`src/rtl/core/bfa_pkg.sv`:
```
`timescale 1ns / 1ps

package bfa_pkg;

    localparam int POS_BITS  = 24;
    localparam int LEN_BITS  = 12;
    localparam int SIZE_BITS = 13;
    localparam int PAGE_BITS = 12;

    localparam logic [PAGE_BITS-1:0] PAGE_MAX = {PAGE_BITS{1'b1}};

    localparam logic       OP_ALLOC = 1'b0;
    localparam logic       OP_FREE  = 1'b1;

    localparam logic [1:0] STAT_OK   = 2'd0;
    localparam logic [1:0] STAT_FULL = 2'd1;
    localparam logic [1:0] STAT_BIG  = 2'd2;

    typedef struct packed {
        logic                 op;
        logic [LEN_BITS-1:0]  value_length;
        logic [POS_BITS-1:0]  free_position;
    } req_t;

    typedef struct packed {
        logic [POS_BITS-1:0]  position;
        logic [1:0]           status;
        logic [PAGE_BITS-1:0] page_count;
    } rsp_t;

    typedef struct packed {
        logic [POS_BITS-1:0]  start;
        logic [SIZE_BITS-1:0] size;
    } entry_t;

    typedef enum logic [3:0] {
        ST_IDLE,
        ST_DECODE,
        ST_SCAN_RD,
        ST_SCAN_CHK,
        ST_PAGE,
        ST_PLACE,
        ST_FINISH,
        ST_DROP_RD,
        ST_DROP_WR,
        ST_INS_RD,
        ST_INS_CHK,
        ST_INS_POS,
        ST_SHIFT_RD,
        ST_SHIFT_WR,
        ST_INS_WR,
        ST_DONE
    } state_t;

    typedef struct packed {
        logic capture;
        logic set_full;
        logic set_big;
        logic scan_init;
        logic rd_cur;
        logic rd_next;
        logic rd_prev;
        logic idx_inc;
        logic idx_dec;
        logic pick_tail;
        logic pick_entry;
        logic calc_limit;
        logic page_adjust;
        logic finish_alloc;
        logic used_dec;
        logic used_inc;
        logic ins_chk;
        logic ins_pos;
        logic wr_move;
        logic wr_ins;
        logic emit;
    } cmd_t;

    typedef struct packed {
        logic op;
        logic full;
        logic need_big;
        logic idx_end;
        logic fit;
        logic less;
        logic drop_last;
        logic at_k;
        logic from_tail;
        logic has_rem;
        logic out_free;
    } stat_t;

endpackage

```
`src/rtl/core/bfa_ram.sv`:
```
`timescale 1ns / 1ps

module bfa_ram #(
    parameter int WIDTH = 8,
    parameter int DEPTH = 2
) (
    input  logic                     aclk,
    input  logic                     wr_en,
    input  logic [$clog2(DEPTH)-1:0] wr_addr,
    input  logic [WIDTH-1:0]         wr_data,
    input  logic                     rd_en,
    input  logic [$clog2(DEPTH)-1:0] rd_addr,
    output logic [WIDTH-1:0]         rd_data
);

    logic [WIDTH-1:0] mem [DEPTH];
    logic [WIDTH-1:0] rd_data_reg;

    always_ff @(posedge aclk) begin
        if (wr_en) begin
            mem[wr_addr] <= wr_data;
        end
        if (rd_en) begin
            rd_data_reg <= mem[rd_addr];
        end
    end

    assign rd_data = rd_data_reg;

endmodule

```
`src/rtl/core/bfa_ctrl.sv`:
```
`timescale 1ns / 1ps

module bfa_ctrl (
    input  logic           aclk,
    input  logic           aresetn,
    input  logic           s_valid,
    output logic           s_ready,
    input  bfa_pkg::stat_t stat,
    output bfa_pkg::cmd_t  cmd
);
    import bfa_pkg::*;

    state_t state_reg;
    state_t state_next;

    always_ff @(posedge aclk) begin
        if (!aresetn) begin
            state_reg <= ST_IDLE;
        end else begin
            state_reg <= state_next;
        end
    end

    always_comb begin
        state_next = state_reg;
        unique case (state_reg)
            ST_IDLE:     if (s_valid) state_next = ST_DECODE;
            ST_DECODE: begin
                if (stat.op == OP_FREE) begin
                    state_next = stat.full ? ST_DONE : ST_INS_RD;
                end else begin
                    state_next = stat.need_big ? ST_DONE : ST_SCAN_RD;
                end
            end
            ST_SCAN_RD:  state_next = stat.idx_end ? ST_PAGE : ST_SCAN_CHK;
            ST_SCAN_CHK: state_next = stat.fit ? ST_PAGE : ST_SCAN_RD;
            ST_PAGE:     state_next = ST_PLACE;
            ST_PLACE:    state_next = ST_FINISH;
            ST_FINISH:   state_next = stat.from_tail ? ST_DONE : ST_DROP_RD;
            ST_DROP_RD: begin
                if (stat.drop_last) begin
                    state_next = stat.has_rem ? ST_INS_RD : ST_DONE;
                end else begin
                    state_next = ST_DROP_WR;
                end
            end
            ST_DROP_WR:  state_next = ST_DROP_RD;
            ST_INS_RD:   state_next = stat.idx_end ? ST_INS_POS : ST_INS_CHK;
            ST_INS_CHK:  state_next = stat.less ? ST_INS_RD : ST_INS_POS;
            ST_INS_POS:  state_next = ST_SHIFT_RD;
            ST_SHIFT_RD: state_next = stat.at_k ? ST_INS_WR : ST_SHIFT_WR;
            ST_SHIFT_WR: state_next = ST_SHIFT_RD;
            ST_INS_WR:   state_next = ST_DONE;
            ST_DONE:     if (stat.out_free) state_next = ST_IDLE;
            default:     state_next = ST_IDLE;
        endcase
    end

    always_comb begin
        cmd     = '0;
        s_ready = 1'b0;
        unique case (state_reg)
            ST_IDLE: begin
                s_ready     = 1'b1;
                cmd.capture = s_valid;
            end
            ST_DECODE: begin
                if (stat.op == OP_FREE) begin
                    cmd.set_full  = stat.full;
                    cmd.scan_init = !stat.full;
                end else begin
                    cmd.set_big   = stat.need_big;
                    cmd.scan_init = !stat.need_big;
                end
            end
            ST_SCAN_RD: begin
                cmd.pick_tail = stat.idx_end;
                cmd.rd_cur    = !stat.idx_end;
            end
            ST_SCAN_CHK: begin
                cmd.pick_entry = stat.fit;
                cmd.idx_inc    = !stat.fit;
            end
            ST_PAGE:   cmd.calc_limit   = 1'b1;
            ST_PLACE:  cmd.page_adjust  = 1'b1;
            ST_FINISH: cmd.finish_alloc = 1'b1;
            ST_DROP_RD: begin
                cmd.used_dec  = stat.drop_last;
                cmd.scan_init = stat.drop_last;
                cmd.rd_next   = !stat.drop_last;
            end
            ST_DROP_WR: begin
                cmd.wr_move = 1'b1;
                cmd.idx_inc = 1'b1;
            end
            ST_INS_RD: cmd.rd_cur = !stat.idx_end;
            ST_INS_CHK: begin
                cmd.ins_chk = 1'b1;
                cmd.idx_inc = stat.less;
            end
            ST_INS_POS:  cmd.ins_pos = 1'b1;
            ST_SHIFT_RD: cmd.rd_prev = !stat.at_k;
            ST_SHIFT_WR: begin
                cmd.wr_move = 1'b1;
                cmd.idx_dec = 1'b1;
            end
            ST_INS_WR: begin
                cmd.wr_ins   = 1'b1;
                cmd.used_inc = 1'b1;
            end
            ST_DONE: cmd.emit = stat.out_free;
            default: cmd = '0;
        endcase
    end

endmodule

```
`src/rtl/core/bfa_datapath.sv`:
```
`timescale 1ns / 1ps

module bfa_datapath #(
    parameter int PAGE_BYTES   = 4096,
    parameter int FREE_ENTRIES = 64,
    parameter int HEADER_BYTES = 4
) (
    input  logic           aclk,
    input  logic           aresetn,
    input  bfa_pkg::req_t  s_data,
    input  bfa_pkg::cmd_t  cmd,
    output bfa_pkg::stat_t stat,
    output logic           m_valid,
    input  logic           m_ready,
    output bfa_pkg::rsp_t  m_data
);
    import bfa_pkg::*;

    localparam int IW   = $clog2(FREE_ENTRIES);
    localparam int CW   = $clog2(FREE_ENTRIES + 1);
    localparam int PGW  = $clog2(PAGE_BYTES + 1);
    localparam int LW   = PAGE_BITS + 1 + PGW;
    localparam int CMPW = (LW > POS_BITS + 1) ? LW : POS_BITS + 1;
    localparam int EW   = POS_BITS + SIZE_BITS;

    logic                 op_reg;
    logic [SIZE_BITS-1:0] need_reg;
    logic [CW-1:0]        used_reg;
    logic [POS_BITS-1:0]  tail_reg;
    logic [POS_BITS-1:0]  dend_reg;
    logic [PAGE_BITS-1:0] lp_reg;
    logic [CW-1:0]        idx_reg;
    logic [CW-1:0]        k_reg;
    entry_t               ins_reg;
    logic [POS_BITS-1:0]  pos_reg;
    logic [SIZE_BITS-1:0] sz_reg;
    logic [CMPW-1:0]      limit_reg;
    logic [1:0]           status_reg;
    logic                 from_tail_reg;
    logic                 has_rem_reg;
    logic                 eq0_reg;
    logic                 m_valid_reg;
    rsp_t                 m_data_reg;

    logic [CW-1:0]        idx_p1;
    logic [CW-1:0]        idx_m1;
    logic                 rd_en;
    logic [IW-1:0]        rd_addr;
    logic [EW-1:0]        rd_raw;
    entry_t               rd_entry;
    logic                 wr_en;
    logic [IW-1:0]        wr_addr;
    logic [EW-1:0]        wr_data;
    logic [CMPW-1:0]      reach;
    logic [POS_BITS-1:0]  end_pos;
    logic [POS_BITS-1:0]  dend_new;

    assign idx_p1   = idx_reg + CW'(1);
    assign idx_m1   = idx_reg - CW'(1);
    assign rd_entry = entry_t'(rd_raw);

    always_comb begin
        rd_en   = cmd.rd_cur | cmd.rd_next | cmd.rd_prev;
        rd_addr = idx_reg[IW-1:0];
        if (cmd.rd_next) begin
            rd_addr = idx_p1[IW-1:0];
        end else if (cmd.rd_prev) begin
            rd_addr = idx_m1[IW-1:0];
        end
        wr_en   = cmd.wr_move | cmd.wr_ins;
        wr_addr = cmd.wr_ins ? k_reg[IW-1:0] : idx_reg[IW-1:0];
        wr_data = cmd.wr_ins ? EW'(ins_reg) : rd_raw;
    end

    bfa_ram #(
        .WIDTH (EW),
        .DEPTH (FREE_ENTRIES)
    ) u_table (
        .aclk    (aclk),
        .wr_en   (wr_en),
        .wr_addr (wr_addr),
        .wr_data (wr_data),
        .rd_en   (rd_en),
        .rd_addr (rd_addr),
        .rd_data (rd_raw)
    );

    assign reach    = CMPW'(pos_reg) + CMPW'(need_reg);
    assign end_pos  = pos_reg + POS_BITS'(need_reg);
    assign dend_new = (end_pos > dend_reg) ? end_pos : dend_reg;

    always_comb begin
        stat.op        = op_reg;
        stat.full      = used_reg >= CW'(FREE_ENTRIES);
        stat.need_big  = 32'(need_reg) >= 32'(PAGE_BYTES);
        stat.idx_end   = idx_reg >= used_reg;
        stat.fit       = rd_entry.size >= need_reg;
        stat.less      = rd_entry.size < ins_reg.size;
        stat.drop_last = idx_p1 >= used_reg;
        stat.at_k      = idx_reg == k_reg;
        stat.from_tail = from_tail_reg;
        stat.has_rem   = has_rem_reg;
        stat.out_free  = !m_valid_reg || m_ready;
    end

    // control state
    always_ff @(posedge aclk) begin
        if (!aresetn) begin
            used_reg    <= '0;
            tail_reg    <= '0;
            dend_reg    <= '0;
            lp_reg      <= '0;
            m_valid_reg <= 1'b0;
        end else begin
            if (cmd.used_dec) begin
                used_reg <= used_reg - CW'(1);
            end else if (cmd.used_inc) begin
                used_reg <= used_reg + CW'(1);
            end
            if (cmd.page_adjust && reach >= limit_reg) begin
                lp_reg <= lp_reg + PAGE_BITS'(1);
            end
            if (cmd.finish_alloc) begin
                dend_reg <= dend_new;
                if (from_tail_reg) begin
                    tail_reg <= dend_new;
                end
            end
            if (cmd.emit) begin
                m_valid_reg <= 1'b1;
            end else if (m_ready) begin
                m_valid_reg <= 1'b0;
            end
        end
    end

    // working registers
    always_ff @(posedge aclk) begin
        if (cmd.capture) begin
            op_reg        <= s_data.op;
            need_reg      <= SIZE_BITS'(s_data.value_length) + SIZE_BITS'(HEADER_BYTES);
            ins_reg.start <= s_data.free_position;
            ins_reg.size  <= SIZE_BITS'(s_data.value_length);
            pos_reg       <= '0;
            status_reg    <= STAT_OK;
        end
        if (cmd.set_full) status_reg <= STAT_FULL;
        if (cmd.set_big)  status_reg <= STAT_BIG;
        if (cmd.scan_init) begin
            idx_reg <= '0;
            eq0_reg <= 1'b0;
        end
        if (cmd.idx_inc) idx_reg <= idx_p1;
        if (cmd.idx_dec) idx_reg <= idx_m1;
        if (cmd.pick_tail) begin
            pos_reg       <= tail_reg;
            from_tail_reg <= 1'b1;
        end
        if (cmd.pick_entry) begin
            pos_reg       <= rd_entry.start;
            sz_reg        <= rd_entry.size;
            k_reg         <= idx_reg;
            from_tail_reg <= 1'b0;
        end
        if (cmd.calc_limit) begin
            limit_reg <= CMPW'({1'b0, lp_reg} + (PAGE_BITS + 1)'(1)) * CMPW'(PAGE_BYTES);
        end
        // record would cross into the next page: restart at its first byte, or at 0 after the last page
        if (cmd.page_adjust && reach >= limit_reg) begin
            pos_reg <= (lp_reg == PAGE_MAX) ? '0 : limit_reg[POS_BITS-1:0];
        end
        if (cmd.finish_alloc) begin
            ins_reg.start <= end_pos;
            ins_reg.size  <= sz_reg - need_reg;
            has_rem_reg   <= sz_reg > need_reg;
            idx_reg       <= k_reg;
        end
        if (cmd.ins_chk && idx_reg == '0) begin
            eq0_reg <= rd_entry.size == ins_reg.size;
        end
        // equal to the head entry: goes right after the head
        if (cmd.ins_pos) begin
            k_reg   <= (idx_reg == '0 && used_reg != '0 && eq0_reg) ? CW'(1) : idx_reg;
            idx_reg <= used_reg;
        end
        if (cmd.emit) begin
            m_data_reg.position   <= pos_reg;
            m_data_reg.status     <= status_reg;
            m_data_reg.page_count <= lp_reg;
        end
    end

    assign m_valid = m_valid_reg;
    assign m_data  = m_data_reg;

endmodule

```
`src/rtl/core/best_fit_free_list_allocator.sv`:
```
`timescale 1ns / 1ps
// the free table sits in a single-port-read ram: each scan or shift step is a read then a use;
// throughput is one request at a time, next beat taken once back in idle
// a waiting result does not block the next request beat
// reset (aresetn low, synchronous) empties the table, zeroes tail, data end and page index

module best_fit_free_list_allocator #(
    parameter int PAGE_BYTES   = 4096,
    parameter int FREE_ENTRIES = 64,
    parameter int HEADER_BYTES = 4
) (
    input  logic          aclk,
    input  logic          aresetn,
    input  logic          s_valid,
    output logic          s_ready,
    input  bfa_pkg::req_t s_data,
    output logic          m_valid,
    input  logic          m_ready,
    output bfa_pkg::rsp_t m_data
);
    import bfa_pkg::*;

    cmd_t  cmd;
    stat_t stat;

    bfa_ctrl u_ctrl (
        .aclk    (aclk),
        .aresetn (aresetn),
        .s_valid (s_valid),
        .s_ready (s_ready),
        .stat    (stat),
        .cmd     (cmd)
    );

    bfa_datapath #(
        .PAGE_BYTES   (PAGE_BYTES),
        .FREE_ENTRIES (FREE_ENTRIES),
        .HEADER_BYTES (HEADER_BYTES)
    ) u_datapath (
        .aclk    (aclk),
        .aresetn (aresetn),
        .s_data  (s_data),
        .cmd     (cmd),
        .stat    (stat),
        .m_valid (m_valid),
        .m_ready (m_ready),
        .m_data  (m_data)
    );

endmodule
```
`config.mk`:
```
export PLATFORM = sky130hd
export DESIGN_NAME = best_fit_free_list_allocator
export DESIGN_NICKNAME = d
export VERILOG_FILES = /design/src/rtl/core/bfa_pkg.sv /design/src/rtl/core/bfa_ram.sv /design/src/rtl/core/bfa_ctrl.sv /design/src/rtl/core/bfa_datapath.sv /design/src/rtl/core/best_fit_free_list_allocator.sv
export SDC_FILE = /design/constraint.sdc
export NUM_CORES = 2
export LEC_CHECK = 0
export BUFFER_PORTS_ARGS = -buffer_cell sky130_fd_sc_hd__buf_4
export CORE_MARGIN = 5
export CORE_UTILIZATION = 50
export CTS_BUF_LIST = sky130_fd_sc_hd__clkbuf_8
export DETAILED_ROUTE_END_ITERATION = 8
export GPL_TIMING_DRIVEN = 0
export MAX_ROUTING_LAYER = met4
export PLACE_DENSITY = 0.75
export SKIP_CTS_REPAIR_TIMING = 1
export SLEW_MARGIN = 20
export SYNTH_ARGS = -nofsm -noshare
export SYNTH_HDL_FRONTEND = slang
export SYNTH_SLANG_ARGS = --single-unit
```
`constraint.sdc`:
```
create_clock -name aclk -period 16 [get_ports aclk]
set_input_delay 0.8 -clock aclk [delete_from_list [all_inputs] [get_ports aclk]]
set_output_delay 0.8 -clock aclk [all_outputs]
set_load 0.02 [all_outputs]
```
### Word-level counts from Yosys, hierarchy flattened

Memories as Yosys holds them, arrays and structs flattened. A register that Yosys moved wholly into a read port is not among the register bits.
Index checks and enable logic that the tools add are counted.

| word-level totals | value |
|---|---|
| word-level logic and storage cells | 160 |
| bits in latches | 0 |
| RAM bits | 2368 |
| output and inout bits | 40 |
| register bits after elaboration | 231 |
| memories kept | 1 |
| input port bits | 41 |
| ROM bits | 0 |

| operators by class | value |
|---|---|
| shift operators | 0 |
| reduce and logical (&&, ||, !) cells | 28 |
| muxes and demuxes | 67 |
| bitwise logic cells | 3 |
| eq/ne operators | 20 |
| $add $sub $neg | 10 |
| divide/modulo/power cells | 0 |
| multipliers | 0 |
| order comparisons | 9 |

Memories:

| memory | depth | bits a word | read ports | clocked after Yosys merged registers in | write ports | line | RTL |
|---|---|---|---|---|---|---|---|
| u_datapath.u_table.mem | 64 | 37 | 1 | 1 | 1 | bfa_ram.sv:16 | `logic [WIDTH-1:0] mem [DEPTH];` |

Operator list:

| kind | count |
|---|---|
| 24-bit 2-to-1 mux | 6 |
| 37-bit 2-to-1 mux | 3 |
| 7-bit 2-to-1 mux | 10 |
| 4-bit one-hot mux with 15 select lines | 1 |
| 4-bit equality test, second input constant | 8 |
| 1-bit 2-to-1 mux | 27 |
| 26-bit >= comparator | 1 |
| 24-bit by 13-bit adder with 25-bit output | 1 |
| 24-bit by 13-bit adder with 24-bit output | 1 |
| 24-bit greater-than comparator | 1 |
| 4-bit 2-to-1 mux | 6 |
| 6-bit 2-to-1 mux | 3 |
| 4-bit by 3-bit equality test with 1-bit output, second input constant | 4 |
| 7-bit by 1-bit adder with 7-bit output, second input constant | 2 |
| 7-bit >= comparator | 2 |
| 7-bit by 1-bit subtractor with 7-bit output, second input constant | 2 |
| 12-bit by 1-bit adder with 13-bit output, second input constant | 1 |
| 12-bit by 3-bit adder with 13-bit output, second input constant | 1 |
| 13-bit equality test | 1 |
| 13-bit >= comparator | 1 |
| 13-bit >= comparator, second input constant | 1 |
| 13-bit greater-than comparator | 1 |
| 13-bit less-than comparator | 1 |
| 13-bit subtractor | 1 |
| other kinds (24) | 51 |

### Depth between registers and ports, before layout

| depth | value |
|---|---|
| word-level depth | 9 |
| mapped depth | 23 |
| depth with buffers taken out | 22 |

### Modules after synthesis

Synthesis repeated with hierarchy kept, for this count alone.

| second synthesis, totals | value |
|---|---|
| cells, all modules | 5387 |
| area total of the unflattened synthesis | 104879.3 um^2 |

Modules (own cells, without submodules):

| module | cells an instance | area each (um^2) | times used | sequential area each (um^2) |
|---|---|---|---|---|
| bfa_ram | 3922 | 90835.9 | 1 | 72219.3 |
| bfa_datapath | 1366 | 13422.9 | 1 | 6075.8 |
| bfa_ctrl | 99 | 620.6 | 1 | 80.1 |

### Worst setup path before layout

Ideal clock, no wire load.

| path | value |
|---|---|
| path type | register -> register |
| start | register u_datapath.need_reg[1] |
| end | register u_datapath.pos_reg[0], enable pin |
| data required time | 15.627 ns |
| arrival time | 4.918 ns |
| path slack | 10.709 ns |
| clock period less this slack | 5.291 ns |
| buffers on the path | 1 |
| library setup time | 0.373 ns |
| cell stages (with the launch flop) | 23 |
| cell sequence | edfxtp_1 ha_1 a21o_1 a21o_1 a211oi_1 o31ai_1 nand2_1 o21ai_0 and3_1 xnor2_1 inv_1 ha_1 a21o_1 a21o_1 a21o_1 a21o_1 a21o_1 a21oi_1 a21boi_0 nor2_1 clkbuf_1 nand2_1 or3_1 |

| on the way | value |
|---|---|
| cells in the longest elaborated chain, start to end | 4 |
| elaborated cells on any way between the ends | 6 |
| those cells by class | 1 x add/sub; 2 x order compare; 1 x mux; 2 x reduce/logical |

RTL lines:

| what | line | RTL |
|---|---|---|
| start, declared | bfa_datapath.sv:27 | `logic [SIZE_BITS-1:0] need_reg;` |
| start signal, assigned | bfa_datapath.sv:141 | `need_reg <= SIZE_BITS'(s_data.value_length) + SIZE_BITS'(HEADER_BYTES);` |
| 24-bit by 13-bit adder with 25-bit output | bfa_datapath.sv:88 | `assign reach = CMPW'(pos_reg) + CMPW'(need_reg);` |
| 26-bit >= comparator | bfa_datapath.sv:169 | `if (cmd.page_adjust && reach >= limit_reg) begin` |
| 1-bit logical AND | bfa_datapath.sv:169 |  |
| 4-bit nonzero test (no source line) (*) | -- |  |
| end signal, assigned | bfa_datapath.sv:156 | `pos_reg <= tail_reg;` |
| end signal, assigned | bfa_datapath.sv:160 | `pos_reg <= rd_entry.start;` |
| end signal, assigned | bfa_datapath.sv:170 | `pos_reg <= (lp_reg == PAGE_MAX) ? '0 : limit_reg[POS_BITS-1:0];` |
| end, declared | bfa_datapath.sv:35 | `logic [POS_BITS-1:0] pos_reg;` |

Every way passes the cells marked *; elsewhere a longest branch is shown, timed or not.
A chain may end at the register's enable or synchronous reset.

### Worst setup path in the final report

| path | value |
|---|---|
| start | register u_datapath.need_reg[1] |
| end | register u_datapath.pos_reg[16], enable pin |

The elaborated chain is that of the path after synthesis.

==> impl_metrics.env <==
export IMPL_outcome="finished, final reports clean"
export IMPL_cts_clk_slew_worst_paths_ns=0.06
export IMPL_async_reset_ff_frac=0
export IMPL_seqPwrFrac=0.375
export IMPL_nFillCells=16449
export IMPL_vias_per_cell=6.29
export IMPL_chipHeight_um=473
export IMPL_placed_area_sq_mm=0.115
export IMPL_irDropWorstVdd_uv=128
export IMPL_drt_iter0_drc=10839
export IMPL_clock_latency_ns=1.15
export IMPL_total_leakage_power_uw=0.0421
export IMPL_clock_sinks=2635
export IMPL_gr_usage_all_layers=0.299
export IMPL_skew_ns=0.169
export IMPL_yosysTopAreaCellShare=0.717
export IMPL_synth_flop_cell="edfxtp_1"
export IMPL_fmax_ghz=0.141
export IMPL_ant_nets=0
export IMPL_netSwitchingFraction=0.410
export IMPL_synth_edf_count=2560
export IMPL_vias=72812
export IMPL_finalCritPeriodShare=0.444
export IMPL_pwr_share_comb=0.389
export IMPL_ys_types=82
export IMPL_clk_path_buf_depth=4
export IMPL_synth_cells=7782
export IMPL_ys_warn_count=0
export IMPL_dp_cells=10835
export IMPL_synthTopCellsByArea="edfxtp_1 (72%), nand2_1 (5.5%), mux2i_1 (2.2%)"
export IMPL_syn_cell_area_sq_mm=0.107
export IMPL_worstMarginPinSlew_ns=1.32
export IMPL_slew_violations=0
export IMPL_largest_reg_flops=2368
export IMPL_tns_ns=0
export IMPL_coreArea_sq_mm=0.214
export IMPL_wl_per_cell_um=28.7
export IMPL_core_rowCount=170
export IMPL_pwr_density_cell_mw_per_mm2=180
export IMPL_cts_root_buffer="clkbuf_8"
export IMPL_intPower_uw=13100
export IMPL_setup_viol=0
export IMPL_setup_worst_path_start_class="register"
export IMPL_start_util=0.501
export IMPL_nNetsFinal=8578
export IMPL_first_global_vias=69755
export IMPL_drcViolationCount=0
export IMPL_seqCellArea_sq_mm=0.0784
export IMPL_layout_drive_gt1_share=0.121
export IMPL_synth_avg_cell_area_sq_um=13.8
export IMPL_antenna_found_initial=24
export IMPL_ios=81
export IMPL_fin_cells=11577
export IMPL_relSlewSlack=0.111
export IMPL_critical_path_required_ns=16.68
export IMPL_cts_tree="yes"
export IMPL_cts_htree_levels=5
export IMPL_cp_max_fo=24
export IMPL_period_minus_slack_ns=7.10
export IMPL_totalWireLength_mm=332
export IMPL_end_kind="register"
export IMPL_dieArea_sq_mm=0.224
export IMPL_finalHoldViolations=0
export IMPL_ys_seq_area_frac=0.731
export IMPL_fin_util=0.575
export IMPL_gp_congestion=1.04
export IMPL_synth_seq_cells=2635
export IMPL_cap_violations=0
export IMPL_rsz0062_at_grt="false"
export IMPL_cp_data_arrival_time_ns=7.78
export IMPL_fin_area_sq_mm=0.123
export IMPL_postSynthNetCount=7938
export IMPL_dr_pass1_iters=9
export IMPL_portBuffers=80
export IMPL_yosys_area_top_type="edfxtp_1"
export IMPL_grt_pass1_wl_mm=474
export IMPL_hold_path_class="input pin to register"
export IMPL_clkPwrFrac=0.236
export IMPL_p_switching_uw=9090
export IMPL_critical_path_class="register to register"
export IMPL_power_uw=22200
export IMPL_grt_overflow=0
export IMPL_post_dp_hpwl_mm=237
export IMPL_grt_max_degree=65
export IMPL_area_delta_synth_final_pct=14.7
export IMPL_cts_buffers=420
export IMPL_multi_input_area_sq_mm=0.0270
export IMPL_dieWidth_um=473
## critical path, stage by stage, from the launching register on
cell and delay [ns]:
edfxtp_1 0.52, ha_1 0.33, a21o_1 0.10, a21o_1 0.15, a211oi_1 0.13, o31ai_1 0.46, nand2_1 0.18, o21ai_0 0.81
and3_1 0.31, xnor2_1 0.20, inv_1 0.19, ha_1 0.33, a21o_1 0.18, a21o_1 0.17, a21o_1 0.17, a21o_1 0.17
a21o_1 0.17, a21oi_1 0.13, a21boi_0 0.22, nor2_1 0.46, clkbuf_1 0.45, nand2_1 0.12, or3_2 0.75
## metal layers
metal / vias to the layer above / part of all wire / wire length, um / track usage
met3: 1103 / 0.12 / 40800 / 0.0792
met2: 5127 / 0.44 / 147000 / 0.441
met1: 35552 / 0.35 / 118000 / 0.369
li1: 31030 / - / - / -
met4: 0 / 0.080 / 26600 / 0.193
met5: - / 0 / 0 / -
## synth_stat cells (25+ instances only)
library cell and instances:
or3_1 48, buf_1 36, o21ai_0 203, a22oi_1 41, nand4_1 164, o32ai_2 29, a31oi_1 299, a32oi_1 74
a221oi_1 39, nand2_1 1578, dfxtp_1 75, xor2_1 33, xnor2_1 40, mux2i_1 235, nand3_1 295, nor3_1 55
a21o_1 40, and3_1 239, clkbuf_1 292, buf_2 159, edfxtp_1 2560, a211oi_1 248, nand2b_1 25, inv_1 105
nor2_1 246, o2111ai_1 37, a21oi_1 140, o22ai_1 116, ha_1 112
## cell type report
type / count / area share
timing repair buffer: 218 / 0.0322
buffer: 514 / 0.0184
clock inverter: 289 / 0.0118
sequential: 2635 / 0.637
multi-input combinational: 4527 / 0.219
tap: 2838 / 0.0289
clock buffer: 431 / 0.0482
antenna: 19 / 0.000387
inverter: 106 / 0.00324
## power by group through the flow
| stage | combinational (uW) | sequential (uW) | clock, uW |
|---|---|---|---|
| after floorplan | 4530 | 8410 | 0 |
| after global placement | 7780 | 8570 | 0 |
| after detailed placement | 8240 | 8440 | 0 |
| after CTS | 8270 | 8300 | 5240 |
| after global routing | 8910 | 8310 | 5580 |
| final | 8620 | 8310 | 5230 |
## metrics by stage
| step | hold WS (ns) | setup WS [ns] |
|---|---|---|
| finish | 0.0775 | 8.90 |
| global route | 0.0469 | 8.52 |
| CTS | -0.104 | 8.73 |
| detailed placement | 0.462 | 8.77 |
| global placement | 0.461 | 5.52 |
| floorplan | 0.408 | 10.71 |
## worst paths after layout
check / slack [ns] / end / cells after the start / from
min: 0.08 / u_datapath.need_reg[6] / 2 / s_data[30]
min reg2reg: 0.47 / u_datapath.m_data[16] / 0 / u_datapath.pos_reg[2]
max: 8.90 / u_datapath.pos_reg[16] / 22 / u_datapath.need_reg[1]
max reg2reg: 8.90 / u_datapath.pos_reg[16] / 22 / u_datapath.need_reg[1]
## kinds of logic after synthesis
group                    after synthesis  synth area share
AND/OR/NAND/NOR                     2722             0.113
flip-flops                          2635             0.731
AO/OA/AOI/OAI                       1381            0.0892
buffers and inverters                620            0.0248
multiplexers                         235            0.0219
adder cells (fa/ha/maj)              115            0.0136
XOR/XNOR                              74           0.00612
## cells in the final DEF (no fill, tap or decap), types with 29 or more instances in the layout
cell type / n
dfxtp_1: 75
ha_1: 112
a21oi_1: 140
xnor2_1: 40
a21o_1: 40
o32ai_2: 29
nor2_4: 68
edfxtp_1: 2560
buf_4: 100
o2111ai_1: 37
buf_1: 36
clkinv_2: 34
o22ai_1: 116
or3_1: 47
nor3_1: 52
nor2_1: 181
a31oi_1: 299
mux2i_1: 235
nand3_1: 294
a22oi_1: 41
a211oi_1: 248
and3_1: 239
nand2_1: 1553
buf_16: 85
inv_1: 245
a32oi_1: 74
clkbuf_1: 289
a221oi_1: 39
buf_12: 48
nand4_1: 164
xor2_1: 33
o21ai_0: 190
clkbuf_8: 431
buf_2: 159
clkinv_1: 94
Note: power is estimated with default switching activity, not from simulation.
